$ cat config.mk
export PLATFORM = sky130hd
export DESIGN_NAME = zmodem_subpacket_receiver
export DESIGN_NICKNAME = d
export VERILOG_FILES = /design/src/rtl/zsr_pkg.sv /design/src/rtl/zsr_crc.sv /design/src/rtl/zsr_core.sv /design/src/rtl/zsr_obuf.sv /design/src/rtl/zmodem_subpacket_receiver.sv
export SDC_FILE = /design/constraint.sdc
export NUM_CORES = 1
export LEC_CHECK = 0
export ABC_AREA = 1
export BUFFER_PORTS_ARGS = -buffer_cell sky130_fd_sc_hd__buf_2
export CORE_ASPECT_RATIO = 1.5
export CORE_UTILIZATION = 45
export CTS_CLUSTER_SIZE = 40
export DETAILED_ROUTE_END_ITERATION = 8
export HOLD_SLACK_MARGIN = 0.15
export MAX_ROUTING_LAYER = met4
export PLACE_DENSITY = 0.66
export REMOVE_ABC_BUFFERS = 1
export SYNTH_ARGS = -nofsm -noshare
export SYNTH_HDL_FRONTEND = slang
export SYNTH_SLANG_ARGS = --single-unit
$ cat constraint.sdc
create_clock -name aclk -period 4.2 [get_ports aclk]
set_input_delay 0.42 -clock aclk [delete_from_list [all_inputs] [get_ports aclk]]
set_output_delay 0.42 -clock aclk [all_outputs]
set_load 0.005 [all_outputs]
$ cat src/rtl/zsr_pkg.sv
// Shared types, character codes and CRC byte-update functions for the
// ZMODEM subpacket receiver. No dependencies.
package zsr_pkg;

    typedef struct packed {
        logic       kind;
        logic [7:0] line_byte;
    } in_beat_t;

    typedef struct packed {
        logic [2:0]  result_kind;
        logic [7:0]  data_byte;
        logic [9:0]  byte_index;
        logic [1:0]  end_type;
        logic [10:0] data_length;
    } out_beat_t;

    localparam logic [1:0] REG_CRC32_MODE      = 2'd0;
    localparam logic [1:0] REG_ESCAPE_CONTROLS = 2'd1;
    localparam logic [1:0] REG_MAX_LENGTH      = 2'd2;

    localparam logic [2:0] RK_DATA    = 3'd0;
    localparam logic [2:0] RK_GOOD    = 3'd1;
    localparam logic [2:0] RK_CRCERR  = 3'd2;
    localparam logic [2:0] RK_LONG    = 3'd3;
    localparam logic [2:0] RK_BADESC  = 3'd4;
    localparam logic [2:0] RK_CANCEL  = 3'd5;
    localparam logic [2:0] RK_TIMEOUT = 3'd6;

    localparam logic       KIND_TIMEOUT = 1'b1;

    localparam logic [7:0] CH_XON     = 8'd17;
    localparam logic [7:0] CH_XON_HI  = 8'd145;
    localparam logic [7:0] CH_XOFF    = 8'd19;
    localparam logic [7:0] CH_XOFF_HI = 8'd147;
    localparam logic [7:0] CH_ZDLE    = 8'd24;
    localparam logic [7:0] CH_CAN     = 8'd24;
    localparam logic [7:0] CH_ZCRCE   = 8'h68;
    localparam logic [7:0] CH_ZCRCW   = 8'h6B;
    localparam logic [7:0] CH_ZRUB0   = 8'h6C;
    localparam logic [7:0] CH_ZRUB1   = 8'h6D;
    localparam logic [7:0] BIT6_MASK  = 8'd64;

    localparam logic [1:0]  CANCEL_LAST = 2'd3;
    localparam logic [31:0] CRC32_PRESET = 32'hFFFFFFFF;
    localparam logic [31:0] CRC32_POLY   = 32'hEDB88320;
    localparam logic [15:0] CRC16_POLY   = 16'h1021;

    function automatic logic [15:0] crc16_byte(input logic [15:0] crc, input logic [7:0] d);
        logic [15:0] c;
        c = crc ^ {d, 8'h00};
        for (int i = 0; i < 8; i++) begin
            c = c[15] ? ({c[14:0], 1'b0} ^ CRC16_POLY) : {c[14:0], 1'b0};
        end
        return c;
    endfunction

    function automatic logic [31:0] crc32_byte(input logic [31:0] crc, input logic [7:0] d);
        logic [31:0] c;
        c = crc ^ {24'h000000, d};
        for (int i = 0; i < 8; i++) begin
            c = c[0] ? ({1'b0, c[31:1]} ^ CRC32_POLY) : {1'b0, c[31:1]};
        end
        return c;
    endfunction

endpackage

$ cat src/rtl/zsr_crc.sv
// Bytewise CRC-16 (XMODEM) and reflected CRC-32 update, selected by mode.
// Depends on zsr_pkg.
module zsr_crc (
    input  logic        crc32_mode,
    input  logic [31:0] crc_in,
    input  logic [7:0]  data_in,
    output logic [31:0] crc_out
);

    always_comb begin
        if (crc32_mode) begin
            crc_out = zsr_pkg::crc32_byte(crc_in, data_in);
        end else begin
            crc_out = {16'h0000, zsr_pkg::crc16_byte(crc_in[15:0], data_in)};
        end
    end

endmodule

$ cat src/rtl/zsr_core.sv
// Configuration registers, subpacket state and per-beat decode: flow-control
// filtering, ZDLE unescaping, cancel detection, length limit and trailer check.
// Depends on zsr_pkg and zsr_crc.
module zsr_core #(
    parameter int MAX_SUBPACKET = 1024
) (
    input  logic               aclk,
    input  logic               aresetn,
    input  logic               cfg_we,
    input  logic [1:0]         cfg_index,
    input  logic [10:0]        cfg_wdata,
    input  logic               in_fire,
    input  zsr_pkg::in_beat_t  in_beat,
    output logic               res_valid,
    output zsr_pkg::out_beat_t res_beat
);

    localparam logic [16:0] MaxSub = 17'(MAX_SUBPACKET);

    logic        crc32_mode_reg;
    logic        escape_controls_reg;
    logic [10:0] max_length_reg;

    logic        in_trailer_reg, in_trailer_next;
    logic        escape_pending_reg, escape_pending_next;
    logic [1:0]  cancel_count_reg, cancel_count_next;
    logic [10:0] byte_count_reg, byte_count_next;
    logic [31:0] running_crc_reg, running_crc_next;
    logic [31:0] trailer_bytes_reg, trailer_bytes_next;
    logic [1:0]  trailer_count_reg, trailer_count_next;
    logic [1:0]  latched_end_reg, latched_end_next;

    logic [7:0]  b;
    logic        ctrl;
    logic [7:0]  dec_byte;
    logic [31:0] crc_upd;
    logic [10:0] limit;
    logic        take_en;
    logic        finish;
    logic [2:0]  fin_kind;
    logic [1:0]  fin_end;
    logic [31:0] trailer_shift;

    assign b    = in_beat.line_byte;
    assign ctrl = (b[6:5] == 2'b00);

    always_comb begin
        if (!escape_pending_reg) begin
            dec_byte = b;
        end else if (b == zsr_pkg::CH_ZRUB0) begin
            dec_byte = 8'h7F;
        end else if (b == zsr_pkg::CH_ZRUB1) begin
            dec_byte = 8'hFF;
        end else if (b[6:5] == 2'b10) begin
            dec_byte = b ^ zsr_pkg::BIT6_MASK;
        end else begin
            dec_byte = b;
        end
    end

    zsr_crc u_crc (
        .crc32_mode (crc32_mode_reg),
        .crc_in     (running_crc_reg),
        .data_in    (dec_byte),
        .crc_out    (crc_upd)
    );

    assign limit = ({6'b000000, max_length_reg} > MaxSub) ? MaxSub[10:0] : max_length_reg;

    always_comb begin
        trailer_shift = 32'({dec_byte, 24'h000000} >> ({3'b000, 2'd3 - trailer_count_reg} << 3));
    end

    always_comb begin
        in_trailer_next     = in_trailer_reg;
        escape_pending_next = escape_pending_reg;
        cancel_count_next   = cancel_count_reg;
        byte_count_next     = byte_count_reg;
        running_crc_next    = running_crc_reg;
        trailer_bytes_next  = trailer_bytes_reg;
        trailer_count_next  = trailer_count_reg;
        latched_end_next    = latched_end_reg;
        take_en   = 1'b0;
        finish    = 1'b0;
        fin_kind  = zsr_pkg::RK_TIMEOUT;
        fin_end   = 2'd0;
        res_valid = 1'b0;
        res_beat  = '0;

        if (in_beat.kind == zsr_pkg::KIND_TIMEOUT) begin
            finish   = 1'b1;
            fin_kind = zsr_pkg::RK_TIMEOUT;
        end else if (b == zsr_pkg::CH_XON || b == zsr_pkg::CH_XON_HI
                     || b == zsr_pkg::CH_XOFF || b == zsr_pkg::CH_XOFF_HI) begin
            // drop flow control
        end else if (!escape_pending_reg) begin
            if (b == zsr_pkg::CH_ZDLE) begin
                escape_pending_next = 1'b1;
                cancel_count_next   = 2'd0;
            end else if (!(escape_controls_reg && ctrl)) begin
                take_en = 1'b1;
            end
        end else if (b == zsr_pkg::CH_CAN) begin
            if (cancel_count_reg == zsr_pkg::CANCEL_LAST) begin
                finish   = 1'b1;
                fin_kind = zsr_pkg::RK_CANCEL;
            end else begin
                cancel_count_next = cancel_count_reg + 2'd1;
            end
        end else if (b >= zsr_pkg::CH_ZCRCE && b <= zsr_pkg::CH_ZCRCW) begin
            if (in_trailer_reg) begin
                finish   = 1'b1;
                fin_kind = zsr_pkg::RK_BADESC;
            end else begin
                escape_pending_next = 1'b0;
                cancel_count_next   = 2'd0;
                running_crc_next    = crc_upd;
                latched_end_next    = b[1:0];
                in_trailer_next     = 1'b1;
                trailer_bytes_next  = 32'd0;
                trailer_count_next  = 2'd0;
            end
        end else if (b == zsr_pkg::CH_ZRUB0 || b == zsr_pkg::CH_ZRUB1) begin
            escape_pending_next = 1'b0;
            cancel_count_next   = 2'd0;
            take_en             = 1'b1;
        end else if (escape_controls_reg && ctrl) begin
            // drop escaped control, keep escape pending
        end else if (b[6:5] == 2'b10) begin
            escape_pending_next = 1'b0;
            cancel_count_next   = 2'd0;
            take_en             = 1'b1;
        end else begin
            finish   = 1'b1;
            fin_kind = zsr_pkg::RK_BADESC;
        end

        if (take_en) begin
            if (!in_trailer_reg) begin
                if (byte_count_reg >= limit) begin
                    finish   = 1'b1;
                    fin_kind = zsr_pkg::RK_LONG;
                end else begin
                    running_crc_next     = crc_upd;
                    byte_count_next      = byte_count_reg + 11'd1;
                    res_valid            = 1'b1;
                    res_beat.result_kind = zsr_pkg::RK_DATA;
                    res_beat.data_byte   = dec_byte;
                    res_beat.byte_index  = byte_count_reg[9:0];
                end
            end else if (crc32_mode_reg) begin
                trailer_bytes_next = trailer_bytes_reg | trailer_shift;
                trailer_count_next = trailer_count_reg + 2'd1;
                if (trailer_count_reg == 2'd3) begin
                    finish   = 1'b1;
                    fin_end  = latched_end_reg;
                    fin_kind = ((trailer_bytes_reg | trailer_shift) == ~running_crc_reg)
                               ? zsr_pkg::RK_GOOD : zsr_pkg::RK_CRCERR;
                end
            end else begin
                trailer_bytes_next = {16'h0000, trailer_bytes_reg[7:0], dec_byte};
                trailer_count_next = trailer_count_reg + 2'd1;
                if (trailer_count_reg == 2'd1) begin
                    finish   = 1'b1;
                    fin_end  = latched_end_reg;
                    fin_kind = ({trailer_bytes_reg[7:0], dec_byte} == running_crc_reg[15:0])
                               ? zsr_pkg::RK_GOOD : zsr_pkg::RK_CRCERR;
                end
            end
        end

        if (finish) begin
            res_valid            = 1'b1;
            res_beat             = '0;
            res_beat.result_kind = fin_kind;
            res_beat.end_type    = fin_end;
            res_beat.data_length = byte_count_reg;
            in_trailer_next      = 1'b0;
            escape_pending_next  = 1'b0;
            cancel_count_next    = 2'd0;
            byte_count_next      = 11'd0;
            running_crc_next     = crc32_mode_reg ? zsr_pkg::CRC32_PRESET : 32'd0;
            trailer_bytes_next   = 32'd0;
            trailer_count_next   = 2'd0;
            latched_end_next     = 2'd0;
        end
    end

    always_ff @(posedge aclk) begin
        if (!aresetn) begin
            crc32_mode_reg      <= 1'b0;
            escape_controls_reg <= 1'b0;
            max_length_reg      <= 11'd1024;
        end else if (cfg_we) begin
            unique case (cfg_index)
                zsr_pkg::REG_CRC32_MODE:      crc32_mode_reg      <= cfg_wdata[0];
                zsr_pkg::REG_ESCAPE_CONTROLS: escape_controls_reg <= cfg_wdata[0];
                zsr_pkg::REG_MAX_LENGTH:      max_length_reg      <= cfg_wdata;
                default: ;
            endcase
        end
    end

    always_ff @(posedge aclk) begin
        if (!aresetn) begin
            in_trailer_reg     <= 1'b0;
            escape_pending_reg <= 1'b0;
            cancel_count_reg   <= 2'd0;
            byte_count_reg     <= 11'd0;
            running_crc_reg    <= 32'd0;
            trailer_bytes_reg  <= 32'd0;
            trailer_count_reg  <= 2'd0;
            latched_end_reg    <= 2'd0;
        end else if (cfg_we && cfg_index == zsr_pkg::REG_CRC32_MODE) begin
            // abort subpacket, restart with new preset
            in_trailer_reg     <= 1'b0;
            escape_pending_reg <= 1'b0;
            cancel_count_reg   <= 2'd0;
            byte_count_reg     <= 11'd0;
            running_crc_reg    <= cfg_wdata[0] ? zsr_pkg::CRC32_PRESET : 32'd0;
            trailer_bytes_reg  <= 32'd0;
            trailer_count_reg  <= 2'd0;
            latched_end_reg    <= 2'd0;
        end else if (in_fire) begin
            in_trailer_reg     <= in_trailer_next;
            escape_pending_reg <= escape_pending_next;
            cancel_count_reg   <= cancel_count_next;
            byte_count_reg     <= byte_count_next;
            running_crc_reg    <= running_crc_next;
            trailer_bytes_reg  <= trailer_bytes_next;
            trailer_count_reg  <= trailer_count_next;
            latched_end_reg    <= latched_end_next;
        end
    end

endmodule

$ cat src/rtl/zsr_obuf.sv
// Result register: holds one result beat for the downstream side and lets a
// new input beat in whenever the slot is free or being drained. Depends on zsr_pkg.
module zsr_obuf (
    input  logic               aclk,
    input  logic               aresetn,
    input  logic               in_fire,
    input  logic               res_valid,
    input  zsr_pkg::out_beat_t res_beat,
    output logic               up_ready,
    output logic               m_valid,
    input  logic               m_ready,
    output zsr_pkg::out_beat_t m_data
);

    logic               valid_reg;
    zsr_pkg::out_beat_t data_reg;

    assign up_ready = !valid_reg || m_ready;
    assign m_valid  = valid_reg;
    assign m_data   = data_reg;

    always_ff @(posedge aclk) begin
        if (!aresetn) begin
            valid_reg <= 1'b0;
        end else if (up_ready) begin
            valid_reg <= in_fire && res_valid;
        end
    end

    always_ff @(posedge aclk) begin
        if (up_ready && in_fire && res_valid) begin
            data_reg <= res_beat;
        end
    end

endmodule

$ cat src/rtl/zmodem_subpacket_receiver.sv
// ZMODEM data subpacket receiver with CRC-16 / CRC-32 trailer check.
// Depends on zsr_pkg, zsr_core and zsr_obuf.
//
// Usage:
//   s_valid/s_ready/s_data carry one line event per beat: a received byte or a
//   line timeout. m_valid/m_ready/m_data carry zero or one result per input
//   beat: a decoded data byte with its index, or a verdict that ends the
//   subpacket (good end, crc error, too long, bad escape, cancel, timeout).
//   cfg_we/cfg_index/cfg_wdata write crc32_mode, escape_controls and
//   max_length; write them only while no beat is in flight. Writing
//   crc32_mode aborts the current subpacket.
// Timing:
//   One input beat per cycle unless stalled; each beat is decoded, CRC-updated
//   and checked in the cycle it is accepted, and its result appears on m_* the
//   next cycle. The bytewise CRC update and trailer compare set the path.
// Reset:
//   aresetn low clears the subpacket state and the result register, and sets
//   CRC-16 mode, no control escaping and a length limit of 1024.
// Stall:
//   While a result waits on m_ready low, s_ready is low; s_ready returns in
//   the cycle the result is taken, so a steady stream loses no cycle.
module zmodem_subpacket_receiver #(
    parameter int MAX_SUBPACKET = 1024
) (
    input  logic               aclk,
    input  logic               aresetn,
    input  logic               cfg_we,
    input  logic [1:0]         cfg_index,
    input  logic [10:0]        cfg_wdata,
    input  logic               s_valid,
    output logic               s_ready,
    input  zsr_pkg::in_beat_t  s_data,
    output logic               m_valid,
    input  logic               m_ready,
    output zsr_pkg::out_beat_t m_data
);

    logic               in_fire;
    logic               res_valid;
    zsr_pkg::out_beat_t res_beat;

    assign in_fire = s_valid && s_ready;

    zsr_core #(
        .MAX_SUBPACKET (MAX_SUBPACKET)
    ) u_core (
        .aclk      (aclk),
        .aresetn   (aresetn),
        .cfg_we    (cfg_we),
        .cfg_index (cfg_index),
        .cfg_wdata (cfg_wdata),
        .in_fire   (in_fire),
        .in_beat   (s_data),
        .res_valid (res_valid),
        .res_beat  (res_beat)
    );

    zsr_obuf u_obuf (
        .aclk      (aclk),
        .aresetn   (aresetn),
        .in_fire   (in_fire),
        .res_valid (res_valid),
        .res_beat  (res_beat),
        .up_ready  (s_ready),
        .m_valid   (m_valid),
        .m_ready   (m_ready),
        .m_data    (m_data)
    );

endmodule
==> metrics.md, run 1 <==
| Metric | Value |
|---|---|
| R2R depth | 20 |
| Final setup TNS | 0 ns |
| Post-synthesis sequential area ratio | 0.311 |
| Top cell type's share of synthesized area | 0.204 |
| Post-CTS Resized | 0 |
| Finished Layout Cells | 1,781 |
| Clock transition at path regs | 0.06 ns |
| Clock latency on the worst-skew pair | 0.45 ns |
| Endpoint class of the critical path | flip-flop |
| Status | complete, no violations |
| Sw power | 0.00134 W |
| Port bufs | 62 |
| CTS max path bufs | 2 |
| DR vias/cell | 5.58 |
| H-tree Lvls | 4 |
| Share of layout cells above drive strength 1 | 0.117 |
| Most common cell in the netlist | nand2_1 |
| Crit path max fanout | 28 |
| Area contributors post-synth | dfxtp_1 20%, nand2_1 17%, edfxtp_1 11% |
| Syn_area_per_cell | 6.50 um^2 |
| 1st-iter DRT viols | 809 |
| Gate power share | 0.233 |
| Cells after Synth | 1,465 |
| Max-slew violations | 0 |
| Commonest cells post-synth | 435 x nand2_1, 143 x inv_1, 120 x nor2_1 |
| Crit path DAT | 4.00 ns |
| Die W | 121 um |
| Highest Clock Rate | 0.276 GHz |
| Switching share of power | 0.340 |
| CTS tree | yes |
| Clock Power Share | 0.408 |
| Final number of setup-violating endpoints | 0 |
| Pre-antenna DRT Iters | 5 |
| HP Class | input pin to flip-flop |
| Clock Skew | 0.0123 ns |
| Final Cell Area | 0.0107 mm^2 |
| Tmin final | 3.62 ns |
| Worst Path Class, Setup | flip-flop to flip-flop |
| Final Cycle Share | 0.861 |
| MaxCap Viol Count | 0 |
| # hold bufs at CTS | 0 |
| WHS | 0.196 ns |
| Depth of the worst hold-timing path | 3 |
| Synth area leader | dfxtp_1 |
| Reg area | 0.00296 mm^2 |
| DP Cell Count | 1,749 |
| WP data required | 4.58 ns |
| DRT Wirelength | 31,900 um |
| Ports | 63 |
| First-pass GRT wire length | 50,400 um |
| Number of global-route vias before repair | 9,672 |
| Post-CTS Setup Bufs | 0 |
| Vias | 9,946 |
| Multi-input combinational cell area | 0.00564 mm^2 |
| Fill count | 2,075 |
| RSZ-0062 raised after global routing | no |
| Global Route Usage Sum | 0.312 |
| Top FF cell, synth | dfxtp_1 |
| Placed cell area | 0.0100 mm^2 |
| Residual DRC count | 0 |
| Netlist cell types | 53 |
| Die ar. | 0.0218 mm^2 |
| Clock Tree Root | clkbuf_16 |
| Worst IR Drop VDD | 0.000306 V |
| Clock sink count | 131 |
| N_diodes | 0 |
| Initial antenna violation count | 0 |
| Die Y | 180 um |
| Pin count of the biggest net entering global routing | 36 |
| Fin. Hold Viols | 0 |
| Post-synth EDFFs | 34 |
| Core ar. | 0.0206 mm^2 |
| Row count | 64 |
| Synth async-reset ratio | 0 |
| Leakage power figure | 4.69 nW |
| Ys Warns | 0 |
| Hpwl dp | 23,900 um |
| Num CTS Buffers | 17 |
| Max reg flops | 34 |
| PwrDens | 370 mW/mm^2 |
| Max-slew headroom | 0.194 |
| Flops & latches, synth | 131 |
| Post-Syn Area | 0.00952 mm^2 |
| Worst Tran Pin Value | 1.21 ns |
| Cell-internal power | 0.00260 W |
| Total gr overflow | 0 |
| Fin nets | 1,548 |
| Worst Setup Start Kind | flip-flop |
| Sequential share of power | 0.359 |
| Drt wl/cell | 17.9 um |
| Gpl congestion | 0.947 |
| Starting Density | 0.463 |
| P&R area growth vs syn | 11.9% |
| Final ANT Viol Nets | 0 |
==> worst max-delay path, stage by stage, from the launching register on <==
cell and delay (ns):
dfxtp_1 0.33, nor4_1 0.27, nand3_1 0.10, o21ai_1 0.45, nand2_1 0.19, ha_1 0.32, nand2_1 0.08, nor2_1 0.17
nand3_1 0.12, nand3_1 0.11, nor2_1 0.04, nand2_1 0.11, nand3_4 0.10, inv_2 0.12, nor2_8 0.05, nand2_2 0.07
nand2_2 0.16, inv_2 0.30, buf_12 0.23, nand4_1 0.09, a21oi_1 0.14
==> cell families after synthesis <==
logic type	Yosys count	synth area share
and+or+nand+nor	758	0.350
buffers and inverters	221	0.0970
xor gates and xnor gates	68	0.0626
adders and majority gates	17	0.0223
AOI/OAI and AO/OA	270	0.157
DFF	131	0.311
==> path summary, 6_finish.rpt <==
kind	start	endpoint	slack, ns
max	u_core.max_length_reg[2]	u_core.byte_count_reg[4]	0.58
min	cfg_wdata[10]	u_core.max_length_reg[10]	0.20
max reg2reg	u_core.max_length_reg[2]	u_core.byte_count_reg[4]	0.58
min reg2reg	u_core.escape_controls_reg	u_core.escape_controls_reg	0.45
==> cell type report <==
| cell class | instances | share of cell area |
|---|---|---|
| multi-input combinational | 1113 | 0.529 |
| sequential | 131 | 0.278 |
| inverter | 157 | 0.0555 |
| timing repair buffer | 84 | 0.0482 |
| clock buffer | 17 | 0.0399 |
| tap | 264 | 0.0310 |
| clock inverter | 15 | 0.0181 |
==> layout by cell type, fill, tap and decap left out, types with 3 or more instances in the layout <==
cell type / count
nand2_4: 5
dfxtp_1: 97
clkinv_1: 3
a32oi_1: 3
inv_6: 7
buf_12: 3
o21bai_1: 12
o22ai_1: 9
clkbuf_16: 17
nor4_1: 4
o21ai_0: 93
a31oi_1: 3
bufinv_16: 3
inv_1: 143
nor2_1: 119
a21oi_1: 115
buf_4: 19
nand3_1: 115
ha_1: 17
nor3_1: 15
nand2_1: 435
nor2_4: 3
nand3_4: 3
xor2_1: 59
nor2_2: 7
nand3_2: 4
nand4_1: 12
o211ai_1: 17
inv_2: 11
edfxtp_1: 34
nand3b_1: 5
nand2_2: 19
o21ai_1: 8
buf_2: 62
xnor2_1: 9
==> routing by layer <==
layer  GRT usage  vias to the layer above  wire (um)
met5           -                        -          0
met4       0.231                        0       2300
met3      0.0525                      142       1780
met2       0.543                      424      16400
met1       0.309                     4529      11400
li1            -                     4851          -
==> through the flow <==
step,worst slack [ns],power [W],utilization
2_1_floorplan,0.958,0.00204,-
5_1_grt,0.248,0.00412,0.518
4_1_cts,0.564,0.00394,0.518
3_3_place_gp,0.669,0.00234,0.488
3_5_place_dp,0.594,0.00234,0.488
6_report,0.582,0.00394,0.518
==> power by group through the flow <==
stage / logic [W] / registers [W] / clock network, W
floorplan: 0.000611 / 0.00143 / 0
global placement: 0.000894 / 0.00144 / 0
detailed placement: 0.000901 / 0.00144 / 0
CTS: 0.000906 / 0.00142 / 0.00162
global route: 0.00101 / 0.00142 / 0.00168
finish: 0.000918 / 0.00142 / 0.00161
Note: power is estimated with default switching activity, not from simulation.
==> inputs of run 2 (changes only) <==
HOLD_SLACK_MARGIN = 0.08   (was 0.15)
SYNTH_HIERARCHICAL = 1   (was unset)
==> metrics.md, run 2 <==
| Metric | Value |
|---|---|
| Top FF cell, synth | dfxtp_1 (unchanged) |
| H-tree Lvls | 4 (unchanged) |
| WHS | 0.204 ns (was 0.196 ns) |
| Core ar. | 0.0216 mm^2 (was 0.0206 mm^2) |
| Slowest cell on crit path | or4_1 (was o21ai_1) |
| # hold bufs at CTS | 0 (unchanged) |
| N_diodes | 0 (unchanged) |
| Cells after Synth | 1,547 (was 1,465) |
| Syn_area_per_cell | 6.41 um^2 (was 6.50 um^2) |
| First-pass GRT wire length | 51,800 um (was 50,400 um) |
| CP Cell Sequence | or4_1 > nor3_1 > a21oi_1 > inv_1 > nand2_1 > ha_1 > nand2_1 > o21ai_0 > nand2_1 > nand3_1 > nor2_1 > nand2_1 > nand2_1 > nor2_2 > nor2_8 > nand2_1 > nand2_1 > a21oi_4 > buf_4 (was nor4_1 > nand3_1 > o21ai_1 > nand2_1 > ha_1 > nand2_1 > nor2_1 > nand3_1 > nand3_1 > nor2_1 > nand2_1 > nand3_4 > inv_2 > nor2_8 > nand2_2 > nand2_2 > inv_2 > buf_12 > nand4_1 > a21oi_1) |
| Clock Skew | 0.0143 ns (was 0.0123 ns) |
| CTS max path bufs | 2 (unchanged) |
| Crit path DAT | 3.80 ns (was 4.00 ns) |
| Post-Syn Area | 0.00992 mm^2 (was 0.00952 mm^2) |
| Pin count of the biggest net entering global routing | 84 (was 36) |
| Worst Path Class, Setup | flip-flop to flip-flop (unchanged) |
| Final ANT Viol Nets | 0 (unchanged) |
| Leakage power figure | 4.71 nW (was 4.69 nW) |
| Clock sink count | 131 (unchanged) |
| MaxCap Viol Count | 0 (unchanged) |
| Reg2Reg Launch Point | u_core/max_length_reg[9] (was u_core.max_length_reg[2]) |
| Post-CTS Setup Bufs | 0 (unchanged) |
| Worst path buffer plus inverter count | 2 (was 3) |
| Worst Tran Pin Value | 0.997 ns (was 1.21 ns) |
| Synth async-reset ratio | 0 (unchanged) |
| Row count | 66 (was 64) |
| Gpl congestion | 0.945 (was 0.947) |
| Highest Clock Rate | 0.269 GHz (was 0.276 GHz) |
| Clock latency on the worst-skew pair | 0.44 ns (was 0.45 ns) |
| Residual DRC count | 0 (unchanged) |
| Tmin final | 3.71 ns (was 3.62 ns) |
| Met3 usage | 0.0521 (was 0.0525) |
| Grt peak-use layer | met2 (unchanged) |
| Post-layout util | 0.507 (was 0.518) |
| Total gr overflow | 0 (unchanged) |
| Drt wl/cell | 17.7 um (was 17.9 um) |
| CTS tree | yes (unchanged) |
| Final Cycle Share | 0.884 (was 0.861) |
| Area contributors post-synth | dfxtp_1 20%, nand2_1 14%, edfxtp_1 10% (was dfxtp_1 20%, nand2_1 17%, edfxtp_1 11%) |
| Endpoint class of the critical path | flip-flop (unchanged) |
| DRT Wirelength | 32,600 um (was 31,900 um) |
| Status | complete, no violations (unchanged) |
| Commonest non-fill, non-tap cell in the layout | nand2_1 (unchanged) |
| Clock transition at path regs | 0.06 ns (about the same) |
| Starting Density | 0.458 (was 0.463) |
| Max-slew headroom | 0.330 (was 0.194) |
| Most common cell in the netlist | nand2_1 (unchanged) |
| Pre-antenna DRT Iters | 5 (unchanged) |
| Commonest cells post-synth | 357 x nand2_1, 157 x a21oi_1, 154 x nor2_1 (was 435 x nand2_1, 143 x inv_1, 120 x nor2_1) |
| Post-CTS Resized | 0 (unchanged) |
| Slowest Stage Delay on Critical Path | 0.51 ns (was 0.45 ns) |
| Most frequent cells in the layout | 357 x nand2_1, 156 x a21oi_1, 152 x nor2_1, 142 x inv_1, 129 x o21ai_0 (was 435 x nand2_1, 143 x inv_1, 119 x nor2_1, 115 x a21oi_1, 115 x nand3_1) |
| DR vias/cell | 5.66 (was 5.58) |
| R2R depth | 19 (was 20) |
| Most frequent CP cell | nand2_1 |
| Hpwl dp | 23,000 um (was 23,900 um) |
| Die W | 123 um (was 121 um) |
| Crit path max fanout | 33 (was 28) |
| HP Class | input pin to flip-flop (unchanged) |
| 1st-iter DRT viols | 703 (was 809) |
| WP data required | 4.29 ns (was 4.58 ns) |
| Post-synthesis sequential area ratio | 0.299 (was 0.311) |
| Ports | 63 (unchanged) |
| Flops & latches, synth | 131 (unchanged) |
| CP top delay family | simple AND/OR/NAND/NOR gates (unchanged) |
| CP Depth | 19 (was 20) |
| Post-synth EDFFs | 34 (unchanged) |
| Synth area leader | dfxtp_1 (unchanged) |
| Vias | 10,500 (was 9,946) |
| Worst IR Drop VDD | 0.000297 V (was 0.000306 V) |
| PwrDens | 369 mW/mm^2 (was 370 mW/mm^2) |
| P&R area growth vs syn | 10.5% (was 11.9%) |
| RSZ-0062 raised after global routing | no (unchanged) |
| Fin. Hold Viols | 0 (unchanged) |
| Fin nets | 1,606 (was 1,548) |
| Initial antenna violation count | 0 (unchanged) |
| Share of layout cells above drive strength 1 | 0.114 (was 0.117) |
| Final number of setup-violating endpoints | 0 (unchanged) |
| CP startpoint | u_core/max_length_reg[9] (was u_core.max_length_reg[2]) |
| Hold_sp | cfg_wdata[9] (was cfg_wdata[10]) |
| Number of global-route vias before repair | 9,965 (was 9,672) |
| Max-slew violations | 0 (unchanged) |
| Met2 Use GR | 0.525 (was 0.543) |
| Depth of the worst hold-timing path | 3 (unchanged) |
| Max reg flops | 34 (unchanged) |
| Num CTS Buffers | 17 (unchanged) |
| Die Y | 184 um (was 180 um) |
| Worst Setup Start Kind | flip-flop (unchanged) |
| Die ar. | 0.0226 mm^2 (was 0.0218 mm^2) |
| Ys Warns | 6 (was 0) |
| Clock Tree Root | clkbuf_16 (unchanged) |
| Global Route Usage Sum | 0.308 (was 0.312) |
| Port bufs | 62 (unchanged) |
| Netlist cell types | 49 (was 53) |
| Top cell type's share of synthesized area | 0.196 (was 0.204) |
| M1 GR Usage | 0.315 (was 0.309) |
[run 2: changes by cell type in the layout (fill, tap and decap cells not counted), sizes merged, moves of 7 or more]
| cell | delta |
|---|---|
| o21ai | +67 |
| xnor2 | +10 |
| nor2 | +30 |
| a21oi | +42 |
| o32ai | +7 |
| nand3 | +10 |
| o211ai | -7 |
| o31ai | +9 |
| nand2 | -84 |
| o21bai | -11 |
[run 2: layer usage]
layer,part of all wire,wire length [um]
met5,0,0
met1,0.37,12000
met2,0.51,16600
met3,0.054,1770
met4,0.069,2240
[run 2: area by class of cell]
cell class                 count  area [um^2]
clock inverter                12          156
fill                        2208        10700
inverter                     162          614
multi-input combinational   1169         5940
timing repair buffer          83          493
sequential                   131         2960
clock buffer                  20          457
tap                          272          340
[run 2: stage by stage]
step | setup WS (ns) | setup TNS [ns] | total power (W) | instances | cell area [um^2]
2_1_floorplan | -1.25 | -42.56 | 0.00217 | 1462 | 9480
3_3_place_gp | 0.420 | 0 | 0.00247 | 1817 | 10300
3_5_place_dp | 0.336 | 0 | 0.00248 | 1817 | 10300
4_1_cts | 0.336 | 0 | 0.00404 | 1849 | 11000
5_1_grt | 0.118 | 0 | 0.00425 | 1849 | 11000
6_report | 0.488 | 0 | 0.00404 | 1849 | 11000
[run 2: report_power, final]
part	internal, W	leakage (nW)	switching, W
combinational	0.000339	3.30	0.000690
clock	0.000965	0.289	0.000603
sequential	0.00138	1.13	0.0000661
total	0.00268	4.71	0.00136
[run 2: cell families (layout without fill, tap and decap cells)]
family,after synthesis,after routing,share of synthesized area
XOR/XNOR,73,73,0.0683
buffers and inverters,247,277,0.106
adder cells (fa/ha/maj),15,15,0.0189
flip-flops,131,131,0.299
AO/OA/AOI/OAI,365,365,0.196
multiplexers,2,2,0.00202
AND/OR/NAND/NOR,714,714,0.310
[run 2: path summary, 6_finish.rpt]
path              slack (ns)                          to
setup / recovery        0.49           u_obuf/m_data[27]
hold / removal          0.20    u_core/max_length_reg[9]
setup reg to reg        0.49           u_obuf/m_data[27]
hold reg to reg         0.48  u_core/escape_controls_reg
[run 2: worst register-to-register path, delay by kind of cell, from the launching register on]
kind                       cells  cell delay [ns]
and+or+nand+nor               13             1.67
DFF                            1             0.32
AOI/OAI and AO/OA              3             0.44
adders and majority gates      1             0.32
buffers and inverters          2             0.60
